[src/rtl/core/qrmpw_pkg.sv]
package qrmpw_pkg;

   localparam int COORD_W = 5;

   // symbol geometry
   localparam int SIDE_V1  = 21;
   localparam int SIDE_V2  = SIDE_V1 + 4;
   localparam int ALIGN_LO = 16;
   localparam int ALIGN_HI = 20;

   // stream packing
   localparam int REQ_DATA_W = 8;
   localparam int RSP_DATA_W = 16;

   typedef struct packed {
      logic load;      // accept an input beat
      logic advance;   // step the walker one position
      logic emit;      // capture the result into the output register
   } qrmpw_cmd_type;

   typedef struct packed {
      logic exhausted; // walker ran off column 0
      logic reserved;  // current position is a function module
   } qrmpw_status_type;

endpackage

[src/rtl/core/qrmpw_ctrl.sv]
module qrmpw_ctrl
   import qrmpw_pkg::*;
(
   input  logic             clock,
   input  logic             reset,
   input  logic             req_tvalid,
   output logic             req_tready,
   output logic             rsp_tvalid,
   input  logic             rsp_tready,
   input  qrmpw_status_type status,
   output qrmpw_cmd_type    cmd
);

   localparam logic ST_IDLE = 1'b0;
   localparam logic ST_WALK = 1'b1;

   logic state_ff, state_in;
   logic rsp_valid_ff, rsp_valid_in;
   logic out_free;
   logic place_now;

   assign out_free  = !rsp_valid_ff || rsp_tready;
   assign place_now = status.exhausted || !status.reserved;

   always_comb begin
      state_in    = state_ff;
      cmd         = '0;
      req_tready  = 1'b0;
      unique case (state_ff)
         ST_IDLE: begin
            req_tready = 1'b1;
            if (req_tvalid) begin
               cmd.load = 1'b1;
               state_in = ST_WALK;
            end
         end
         ST_WALK: begin
            if (place_now) begin
               // hold until the output register can take the result
               if (out_free) begin
                  cmd.emit    = 1'b1;
                  cmd.advance = !status.exhausted;
                  state_in    = ST_IDLE;
               end
            end else begin
               cmd.advance = 1'b1;
            end
         end
         default: state_in = ST_IDLE;
      endcase
   end

   always_comb begin
      rsp_valid_in = rsp_valid_ff;
      if (cmd.emit) begin
         rsp_valid_in = 1'b1;
      end else if (rsp_tready) begin
         rsp_valid_in = 1'b0;
      end
   end

   always_ff @(posedge clock) begin
      if (reset) begin
         state_ff     <= ST_IDLE;
         rsp_valid_ff <= 1'b0;
      end else begin
         state_ff     <= state_in;
         rsp_valid_ff <= rsp_valid_in;
      end
   end

   assign rsp_tvalid = rsp_valid_ff;

endmodule

[src/rtl/core/qrmpw_datapath.sv]
module qrmpw_datapath
   import qrmpw_pkg::*;
(
   input  logic                 clock,
   input  logic                 reset,
   input  qrmpw_cmd_type        cmd,
   input  logic                 in_bit,
   input  logic                 in_restart,
   input  logic                 csr_wen,
   input  logic [1:0]           csr_wdata,
   output qrmpw_status_type     status,
   output logic [COORD_W-1:0]   out_column,
   output logic [COORD_W-1:0]   out_row,
   output logic                 out_bit,
   output logic                 out_overflow
);

   localparam logic [1:0] PH_UP_L = 2'd0;
   localparam logic [1:0] PH_UP_R = 2'd1;
   localparam logic [1:0] PH_DN_L = 2'd2;
   localparam logic [1:0] PH_DN_R = 2'd3;

   localparam logic [COORD_W-1:0] V1_LAST  = COORD_W'(SIDE_V1 - 1);
   localparam logic [COORD_W-1:0] V2_LAST  = COORD_W'(SIDE_V2 - 1);
   localparam logic [COORD_W-1:0] V1_FAR   = COORD_W'(SIDE_V1 - 8);
   localparam logic [COORD_W-1:0] V2_FAR   = COORD_W'(SIDE_V2 - 8);
   localparam logic [COORD_W-1:0] EDGE8    = COORD_W'(8);
   localparam logic [COORD_W-1:0] TIMING   = COORD_W'(6);
   localparam logic [COORD_W-1:0] COL7     = COORD_W'(7);
   localparam logic [COORD_W-1:0] COL5     = COORD_W'(5);
   localparam logic [COORD_W-1:0] AL_LO    = COORD_W'(ALIGN_LO);
   localparam logic [COORD_W-1:0] AL_HI    = COORD_W'(ALIGN_HI);

   logic [1:0]         ver_ff, ver_in;
   logic [COORD_W-1:0] col_ff, col_in;
   logic [COORD_W-1:0] row_ff, row_in;
   logic [1:0]         ph_ff, ph_in;
   logic               exh_ff, exh_in;
   logic               bit_ff;
   logic [COORD_W-1:0] out_col_ff, out_row_ff;
   logic               out_bit_ff, out_ovf_ff;

   logic [COORD_W-1:0] last_idx, far_lo;
   logic               reserved;

   logic signed [COORD_W+1:0] nc_s, nr_s, c_s, r_s;
   logic [1:0]                nph;
   logic [COORD_W-1:0]        adv_col, adv_row;
   logic                      adv_exh;
   logic                      reload;
   logic [COORD_W-1:0]        reload_idx;

   // side-dependent bounds; version codes 2 and 3 both select the larger symbol
   assign last_idx = ver_ff[1] ? V2_LAST : V1_LAST;
   assign far_lo   = ver_ff[1] ? V2_FAR  : V1_FAR;

   always_comb begin
      reserved = 1'b0;
      if (col_ff <= EDGE8 && row_ff <= EDGE8)  reserved = 1'b1;
      if (col_ff <= EDGE8 && row_ff >= far_lo) reserved = 1'b1;
      if (col_ff >= far_lo && row_ff <= EDGE8) reserved = 1'b1;
      if (col_ff == TIMING || row_ff == TIMING) reserved = 1'b1;
      if (ver_ff[1] && col_ff >= AL_LO && col_ff <= AL_HI &&
          row_ff >= AL_LO && row_ff <= AL_HI) reserved = 1'b1;
   end

   assign status.exhausted = exh_ff;
   assign status.reserved  = reserved;

   // one walker step
   always_comb begin
      c_s  = signed'({2'b00, col_ff});
      r_s  = signed'({2'b00, row_ff});
      nc_s = c_s;
      nr_s = r_s;
      nph  = ph_ff;
      if (row_ff == '0 && ph_ff == PH_UP_R) begin
         // top of an upward strip: next strip, skipping the timing column
         nc_s = (col_ff == COL7) ? signed'({2'b00, COL5}) : c_s - 7'sd1;
         nph  = PH_DN_L;
      end else if (row_ff == last_idx && ph_ff == PH_DN_R) begin
         nc_s = c_s - 7'sd1;
         nph  = PH_UP_L;
      end else begin
         unique case (ph_ff)
            PH_UP_L: begin
               nc_s = c_s - 7'sd1;
               nph  = PH_UP_R;
            end
            PH_UP_R: begin
               nc_s = c_s + 7'sd1;
               nr_s = r_s - 7'sd1;
               nph  = PH_UP_L;
            end
            PH_DN_L: begin
               nc_s = c_s - 7'sd1;
               nph  = PH_DN_R;
            end
            PH_DN_R: begin
               nc_s = c_s + 7'sd1;
               nr_s = r_s + 7'sd1;
               nph  = PH_DN_L;
            end
            default: nph = PH_UP_L;
         endcase
      end

      if (nr_s < 0) begin
         adv_row = '0;
      end else if (nr_s > signed'({2'b00, last_idx})) begin
         adv_row = last_idx;
      end else begin
         adv_row = nr_s[COORD_W-1:0];
      end

      adv_exh = exh_ff;
      if (nc_s < 0) begin
         adv_exh = 1'b1;
         adv_col = '0;
      end else if (nc_s > signed'({2'b00, last_idx})) begin
         adv_col = last_idx;
      end else begin
         adv_col = nc_s[COORD_W-1:0];
      end
   end

   assign reload     = csr_wen || (cmd.load && in_restart);
   assign reload_idx = csr_wen ? (csr_wdata[1] ? V2_LAST : V1_LAST) : last_idx;

   always_comb begin
      ver_in = csr_wen ? csr_wdata : ver_ff;
      col_in = col_ff;
      row_in = row_ff;
      ph_in  = ph_ff;
      exh_in = exh_ff;
      priority if (reload) begin
         col_in = reload_idx;
         row_in = reload_idx;
         ph_in  = PH_UP_L;
         exh_in = 1'b0;
      end else if (cmd.advance) begin
         col_in = adv_col;
         row_in = adv_row;
         ph_in  = nph;
         exh_in = adv_exh;
      end
   end

   always_ff @(posedge clock) begin
      if (reset) begin
         ver_ff <= 2'd1;
         col_ff <= V1_LAST;
         row_ff <= V1_LAST;
         ph_ff  <= PH_UP_L;
         exh_ff <= 1'b0;
      end else begin
         ver_ff <= ver_in;
         col_ff <= col_in;
         row_ff <= row_in;
         ph_ff  <= ph_in;
         exh_ff <= exh_in;
      end
   end

   always_ff @(posedge clock) begin
      if (cmd.load) begin
         bit_ff <= in_bit;
      end
      if (cmd.emit) begin
         out_col_ff <= exh_ff ? '0 : col_ff;
         out_row_ff <= exh_ff ? '0 : row_ff;
         out_bit_ff <= exh_ff ? 1'b0 : bit_ff;
         out_ovf_ff <= exh_ff;
      end
   end

   assign out_column   = out_col_ff;
   assign out_row      = out_row_ff;
   assign out_bit      = out_bit_ff;
   assign out_overflow = out_ovf_ff;

endmodule

[src/rtl/core/qr_module_placement_walker_unit.sv]
// Places codeword bits into a version 1 (21x21) or version 2 (25x25) QR symbol:
// each request beat carries one bit and yields one response beat with the column
// and row of the module that receives it, walking two-column zigzag strips from
// the bottom-right corner and passing over finder, separator, format, timing,
// dark-module and (version 2) alignment areas. The walker steps over reserved
// modules one per cycle, waits with a placed bit while the response register is
// still full, and handles one bit at a time. tuser on the request restarts the
// walk at the corner before the bit is placed; writing csr_wdata selects the
// version and also restarts the walk. Once the walk runs past column 0 every
// response has tuser (overflow) set and zero coordinates until a restart.
module qr_module_placement_walker_unit
   import qrmpw_pkg::*;
(
   input  logic                  clock,
   input  logic                  reset,
   input  logic                  req_tvalid,
   output logic                  req_tready,
   input  logic [REQ_DATA_W-1:0] req_tdata,  // [0] data_bit, rest zero
   input  logic                  req_tuser,  // [0] restart
   output logic                  rsp_tvalid,
   input  logic                  rsp_tready,
   output logic [RSP_DATA_W-1:0] rsp_tdata,  // [4:0] module_column, [9:5] module_row,
                                             // [10] module_bit, rest zero
   output logic                  rsp_tuser,  // [0] overflow
   input  logic                  csr_wen,
   input  logic [1:0]            csr_wdata   // symbol_version
);

   qrmpw_cmd_type      cmd;
   qrmpw_status_type   status;
   logic [COORD_W-1:0] out_column, out_row;
   logic               out_bit, out_overflow;

   qrmpw_ctrl u_ctrl (
      .clock      (clock),
      .reset      (reset),
      .req_tvalid (req_tvalid),
      .req_tready (req_tready),
      .rsp_tvalid (rsp_tvalid),
      .rsp_tready (rsp_tready),
      .status     (status),
      .cmd        (cmd)
   );

   qrmpw_datapath u_datapath (
      .clock        (clock),
      .reset        (reset),
      .cmd          (cmd),
      .in_bit       (req_tdata[0]),
      .in_restart   (req_tuser),
      .csr_wen      (csr_wen),
      .csr_wdata    (csr_wdata),
      .status       (status),
      .out_column   (out_column),
      .out_row      (out_row),
      .out_bit      (out_bit),
      .out_overflow (out_overflow)
   );

   assign rsp_tdata = {{(RSP_DATA_W - 2*COORD_W - 1){1'b0}}, out_bit, out_row, out_column};
   assign rsp_tuser = out_overflow;

endmodule
[config.mk]
export PLATFORM = sky130hd
export DESIGN_NAME = qr_module_placement_walker_unit
export DESIGN_NICKNAME = d
export VERILOG_FILES = /design/src/rtl/core/qrmpw_pkg.sv /design/src/rtl/core/qrmpw_ctrl.sv /design/src/rtl/core/qrmpw_datapath.sv /design/src/rtl/core/qr_module_placement_walker_unit.sv
export SDC_FILE = /design/constraint.sdc
export NUM_CORES = 1
export LEC_CHECK = 0
export BUFFER_PORTS_ARGS = -buffer_cell sky130_fd_sc_hd__buf_4
export CAP_MARGIN = 20
export CORE_MARGIN = 5
export CORE_UTILIZATION = 45
export CTS_CLUSTER_DIAMETER = 120
export DETAILED_ROUTE_END_ITERATION = 10
export PLACE_DENSITY = 0.72
export SKIP_LAST_GASP = 1
export SLEW_MARGIN = 20
export SYNTH_ARGS = -nofsm -noshare
export SYNTH_HDL_FRONTEND = slang
export SYNTH_SLANG_ARGS = --single-unit
[constraint.sdc]
create_clock -name clock -period 3.3 [get_ports clock]
set_input_delay 0.825 -clock clock [delete_from_list [all_inputs] [get_ports clock]]
set_output_delay 0.825 -clock clock [all_outputs]
set_load 0.02 [all_outputs]
-- Yosys cells after proc, flatten, opt, wreduce, memory -nomap -nowiden
Cells that the tools add are included.
- bits in registers: 30
- input port bits: 16
- output and inout bits: 19
- logic and storage cells: 100
- add/subtract/negate cells: 4
- magnitude comparators: 12
- equality and inequality tests: 7
- multiplexer cells: 39
- bitwise gates (word level): 1
- reduce and logical (&&, ||, !) cells: 25
- operators by type and width (operator ; number):
    5-bit two-way mux ; 10
    7-bit two-way mux ; 5
    7-bit case mux with 2 select lines ; 2
    5-bit by 3-bit equality test with 1-bit output, second input constant ; 3
    7-bit by 6-bit > comparator with 1-bit output ; 2
    7-bit by 1-bit < comparator with 1-bit output, second input constant ; 2
    1-bit two-way mux ; 14
    5-bit by 1-bit adder with 6-bit output, second input constant ; 2
    5-bit by 1-bit subtractor with 6-bit output, second input constant ; 2
    5-bit >= comparator ; 2
    5-bit >= comparator, second input constant ; 2
    5-bit by 4-bit <= comparator with 1-bit output, second input constant ; 2
    5-bit <= comparator, second input constant ; 2
    1-bit logical AND ; 10
    2-bit two-way mux ; 4
    4-bit two-way mux ; 2
    2-bit case mux with 4 select lines ; 1
    2-bit OR reduction ; 3
    5-bit equality test ; 1
    5-bit logical NOT ; 1
    2-bit equality test, second input constant ; 2
    1-bit logical OR ; 4
    2-bit nonzero test ; 2
    1-bit logical NOT ; 3
    5 further kinds ; 5

-- Longest topological paths before layout
- word-level depth: 13
- depth in mapped cells: 14
- depth with buffers taken out: 13

-- By module
Synthesis repeated with hierarchy kept, for this count alone.
- cell total of the unflattened synthesis: 260
- area, all modules: 2306.0 um^2
- modules (own cells, without submodules) (module ; instances ; cells an instance ; area each (um^2) ; seq. area each (um^2)):
    qrmpw_datapath ; 1 ; 239 ; 2147.1 ; 670.6
    qrmpw_ctrl ; 1 ; 14 ; 110.1 ; 40.0
    qr_module_placement_walker_unit ; 1 ; 7 ; 48.8 ; 0.0

-- Least setup slack after synthesis
OpenSTA, ideal clock, no wires.
- path type: register to register
- from: register u_datapath.ver_ff[1]
- to: register u_datapath.col_ff[1]
- setup time: 70 ps
- arrival time: 3268 ps
- required time: 3230 ps
- path slack: -38 ps
- cell stages (with the launch flop): 14
- buffers on the path: 0
- period minus slack after synthesis: 3338 ps
- cell sequence: dfxtp_1 ha_1 and4b_4 o21ai_4 a2111oi_1 a21oi_1 xnor2_1 ha_1 nand4_1 a221o_1 o221ai_2 o21ai_2 or4_1 a21oi_1
- word-level cells in the longest chain between the ends: 12
- elaborated cells between the ends (all ways): 29
- classes of those cells: order compare: 4; eq/ne: 1; mux: 14; reduce/logical: 10
- RTL lines (item ; RTL line ; text):
    start, declared ; qrmpw_datapath.sv:34 ; logic [1:0] ver_ff, ver_in;
    start signal, assigned ; qrmpw_datapath.sv:157 ; ver_ff <= ver_in;
    parallel branches: the longest is 12 deep, another holds 7-bit by 6-bit > comparator with 1-bit output ; -- ;
    end signal, assigned ; qrmpw_datapath.sv:158 ; col_ff <= col_in;
    end, declared ; qrmpw_datapath.sv:35 ; logic [COORD_W-1:0] col_ff, col_in;
Several ways; the timed one is not identified. The select of a mux whose other input is x is not followed.
A chain may end at the register's enable or synchronous reset.

-- Worst setup path after layout
Same ends and word-level chain as after synthesis.

==> flow_summary.ini <==
[sta]
fin_ws_ns = 0.102
period_needed_ns = 3.20
finalCritPeriodShare_pct = 96.9
finalMaxSlewViolations = 0
worst_slew_pin_slew_ns = 0.640
finalHoldViolCount = 0
setup_tns_ns = 0
maxSlewHeadroom_pct = 57.3
setup_violations = 0
clock_skew_ns = 0.00786
fmax_mhz = 313

[routing]
drtPass1Iterations = 4
wl_per_cell_um = 14.7
drtIter0Drc = 104
drc = 0
via_count = 2020
wirelength_mm = 5.24
avgViaCountPerCell = 5.66
ant_nets = 0

[pwr]
ir_drop_uv = 160
finalPower_uw = 985
power_per_cell_area_nw_per_um2 = 363
leakagePower_nw = 1.11

[finish]
drive_gt1_share_pct = 29.3
stdcell_area_um2 = 2710
diodes = 0
syn_to_final_growth_pct = 23.3
fin_nets = 325

[clock_network]
clk_latency_ns = 0.28
cts_tree = built
cts_hold_buf = 0
clock_path_buffers = 2
root_buffer = clkbuf_8
cts_buffers = 5
clkTransAtPathRegs_ns = 0.06
clkSinkCount = 29
ctsHtreeMaxLevel = 2

[global_route]
grt_overflow = 0
grt_antenna_before_repair = 0
grt_pass1_vias = 1852
grt_pass1_wl_mm = 8.64
grt_usage_pct = 17.1
grt_max_degree = 22

[hold_path]
hold_class = reg -> reg
holdCritStartpoint = u_datapath.bit_ff$_DFFE_PP_
whs_path_depth = 1
hold_path_end = u_datapath.out_bit$_SDFFCE_PP0P_

[critical_path]
end_kind = flop
startpoint_type = flop
worstReg2RegEnd = u_datapath.col_ff[1]$_SDFFE_PP0P_
rr_worst_depth = 14
timing.rr.start = u_datapath.ver_ff[1]$_SDFFE_PP0P_
cp.arrival_ns = 3.42
path_class = reg -> reg
cp_max_fo = 5
cp.required_ns = 3.52
r2r_slack_ns = 0.10

[synthesis]
synthMuxAreaShare_pct = 5.18
synth_area_um2 = 2200
synth-compound-area-share_pct = 18.9
async_flop_share_pct = 0
synth_xor_area_share_pct = 1.19
synth_cell_types = 59
synth_top_family_by_area = simple AND/OR/NAND/NOR gates
postSynthAreaPerCell_um2 = 8.94
synth_top_area_share_pct = 17.7
synthCells = 246
ys_top_cells_by_count = 29 x nor2_1, 20 x ha_1, 16 x a21oi_1, 16 x dfxtp_1
synth-edff-count = 13
ys_seq_area_share_pct = 32.3
ys_seq_elements = 29
synth_ff_type = dfxtp_1
synth_top_cell_by_area = edfxtp_1
synthAdderAreaFrac_pct = 11.4
synth_most_common_cell = nor2_1
synth_simple_gate_area_share_pct = 24.2
synth_area_leaders = edfxtp_1 18%, dfxtp_1 15%, ha_1 11%, nor2_1 4.9%, a21oi_1 3.6%
yosysWarnings = 0

[die]
design.die.area_um2 = 6390
die_w_um = 79.9
ios = 35
start_util_pct = 46.6
die_h_um = 79.9
core-area_um2 = 4720
rows = 25

[outcome]
status = complete, no violations

[placement]
pre_cts_slack_ns = -0.0243
place_hpwl_mm = 3.81
port_buffers = 21
routabilityCongestion = 0.882
dpl_cell_area_um2 = 2550

[flow_run]
drv_cap = 0
-- stage by stage --
| step | util (%) | cells | hold slack, ns |
|---|---|---|---|
| 5_1_grt | 57.4 | 357 | 0.563 |
| 3_5_place_dp | 54.1 | 345 | 0.528 |
| 2_1_floorplan | - | 250 | 0.500 |
| 4_1_cts | 55.9 | 353 | 0.542 |
| 3_3_place_gp | 54.1 | 345 | 0.518 |
| 6_report | 57.4 | 357 | 0.539 |
-- cells by family (layout without fill, tap and decap cells) --
kind of cell,Yosys count,count (layout)
simple gates,96,96
buf+inv,30,70
flops,29,29
mux,11,11
other cells,1,5
xor+xnor,3,3
compound gates,56,56
fa+ha+maj,20,20
-- power breakdown --
group          total [mW]  switching (mW)  leakage (nW)  internal [mW]
clock network       0.278           0.132        0.0450          0.146
registers           0.412          0.0128         0.249          0.399
logic               0.295           0.158         0.812          0.138
total               0.985           0.302          1.11          0.682
-- worst max path at each step --
stage,startpoint,end,slack (ns),cells after the start
final,u_datapath.ver_ff[1]$_SDFFE_PP0P_,u_datapath.col_ff[1]$_SDFFE_PP0P_,0.10,14
after global routing,u_datapath.ver_ff[1]$_SDFFE_PP0P_,u_datapath.col_ff[1]$_SDFFE_PP0P_,-0.04,14
after CTS,u_datapath.ver_ff[1]$_SDFFE_PP0P_,u_datapath.col_ff[1]$_SDFFE_PP0P_,0.06,13
after detailed placement,u_datapath.ver_ff[1]$_SDFFE_PP0P_,u_datapath.col_ff[1]$_SDFFE_PP0P_,-0.02,13
after global placement,u_datapath.ver_ff[1]$_SDFFE_PP0P_,u_datapath.col_ff[1]$_SDFFE_PP0P_,-0.03,13
after floorplan,u_datapath.ver_ff[1]$_SDFFE_PP0P_,u_datapath.col_ff[1]$_SDFFE_PP0P_,0.06,13
-- cell type report --
| type | instances | area (µm²) |
|---|---|---|
| fillers | 417 | 2010 |
| multi-input cells | 191 | 1400 |
| flip-flops and latches | 29 | 712 |
| repair buffers | 53 | 402 |
| well taps | 67 | 83.8 |
| clock buffers | 6 | 72.6 |
| inverters | 9 | 33.8 |
| clock inverters | 2 | 10.0 |
-- cells in the final DEF (no fill, tap or decap), drive strengths merged, types with 4 or more instances in the layout --
cell type / n
buf: 53
nor2: 29
ha: 20
dfxtp: 16
a21oi: 16
edfxtp: 13
nand2: 13
inv: 9
nor2b: 9
mux2i: 8
o21ai: 8
nor3: 7
nand4: 6
a31oi: 6
clkbuf: 6
and3: 5
conb: 5
nand3: 4
or2: 4
-- layer usage --
layer  track usage [%]  wire, µm  share of wire (%)  vias to the layer above
met5                 0         0                  0                        -
met4              6.08        93                1.8                        0
met3              3.50       357                6.8                       10
met2              28.5      2460                 47                       71
met1              21.9      2330                 44                      961
li1                  -         -                  -                      978
-- worst max-delay path: stages, from the launching register on --
cell and delay, ns:
dfxtp_2 0.33, ha_1 0.30, and4b_4 0.35, o21ai_4 0.08
buf_6 0.14, nand2_4 0.07, mux2i_2 0.24, mux2i_1 0.28
ha_1 0.19, nand4_1 0.09, a221o_1 0.29, o221ai_2 0.08
o21ai_2 0.08, or4_4 0.48, a21oi_2 0.14
-- registers in the layout, summed over array words and instances, names as in the netlist --
register / flops
u_datapath.col_ff: 5
u_datapath.out_column: 5
u_datapath.out_row: 5
u_datapath.row_ff: 5
u_datapath.ph_ff: 2
u_ctrl.rsp_tvalid: 1
u_ctrl.state_ff: 1
u_datapath.bit_ff: 1
u_datapath.exh_ff: 1
u_datapath.out_bit: 1
u_datapath.out_overflow: 1
u_datapath.ver_ff: 1
-- timing repair --
action	CTS	global route
resized for setup	1	8
pin swaps	0	6
setup buffers	0	4
setup endpoints to repair	1	4
(Power assumes the default switching activity.)
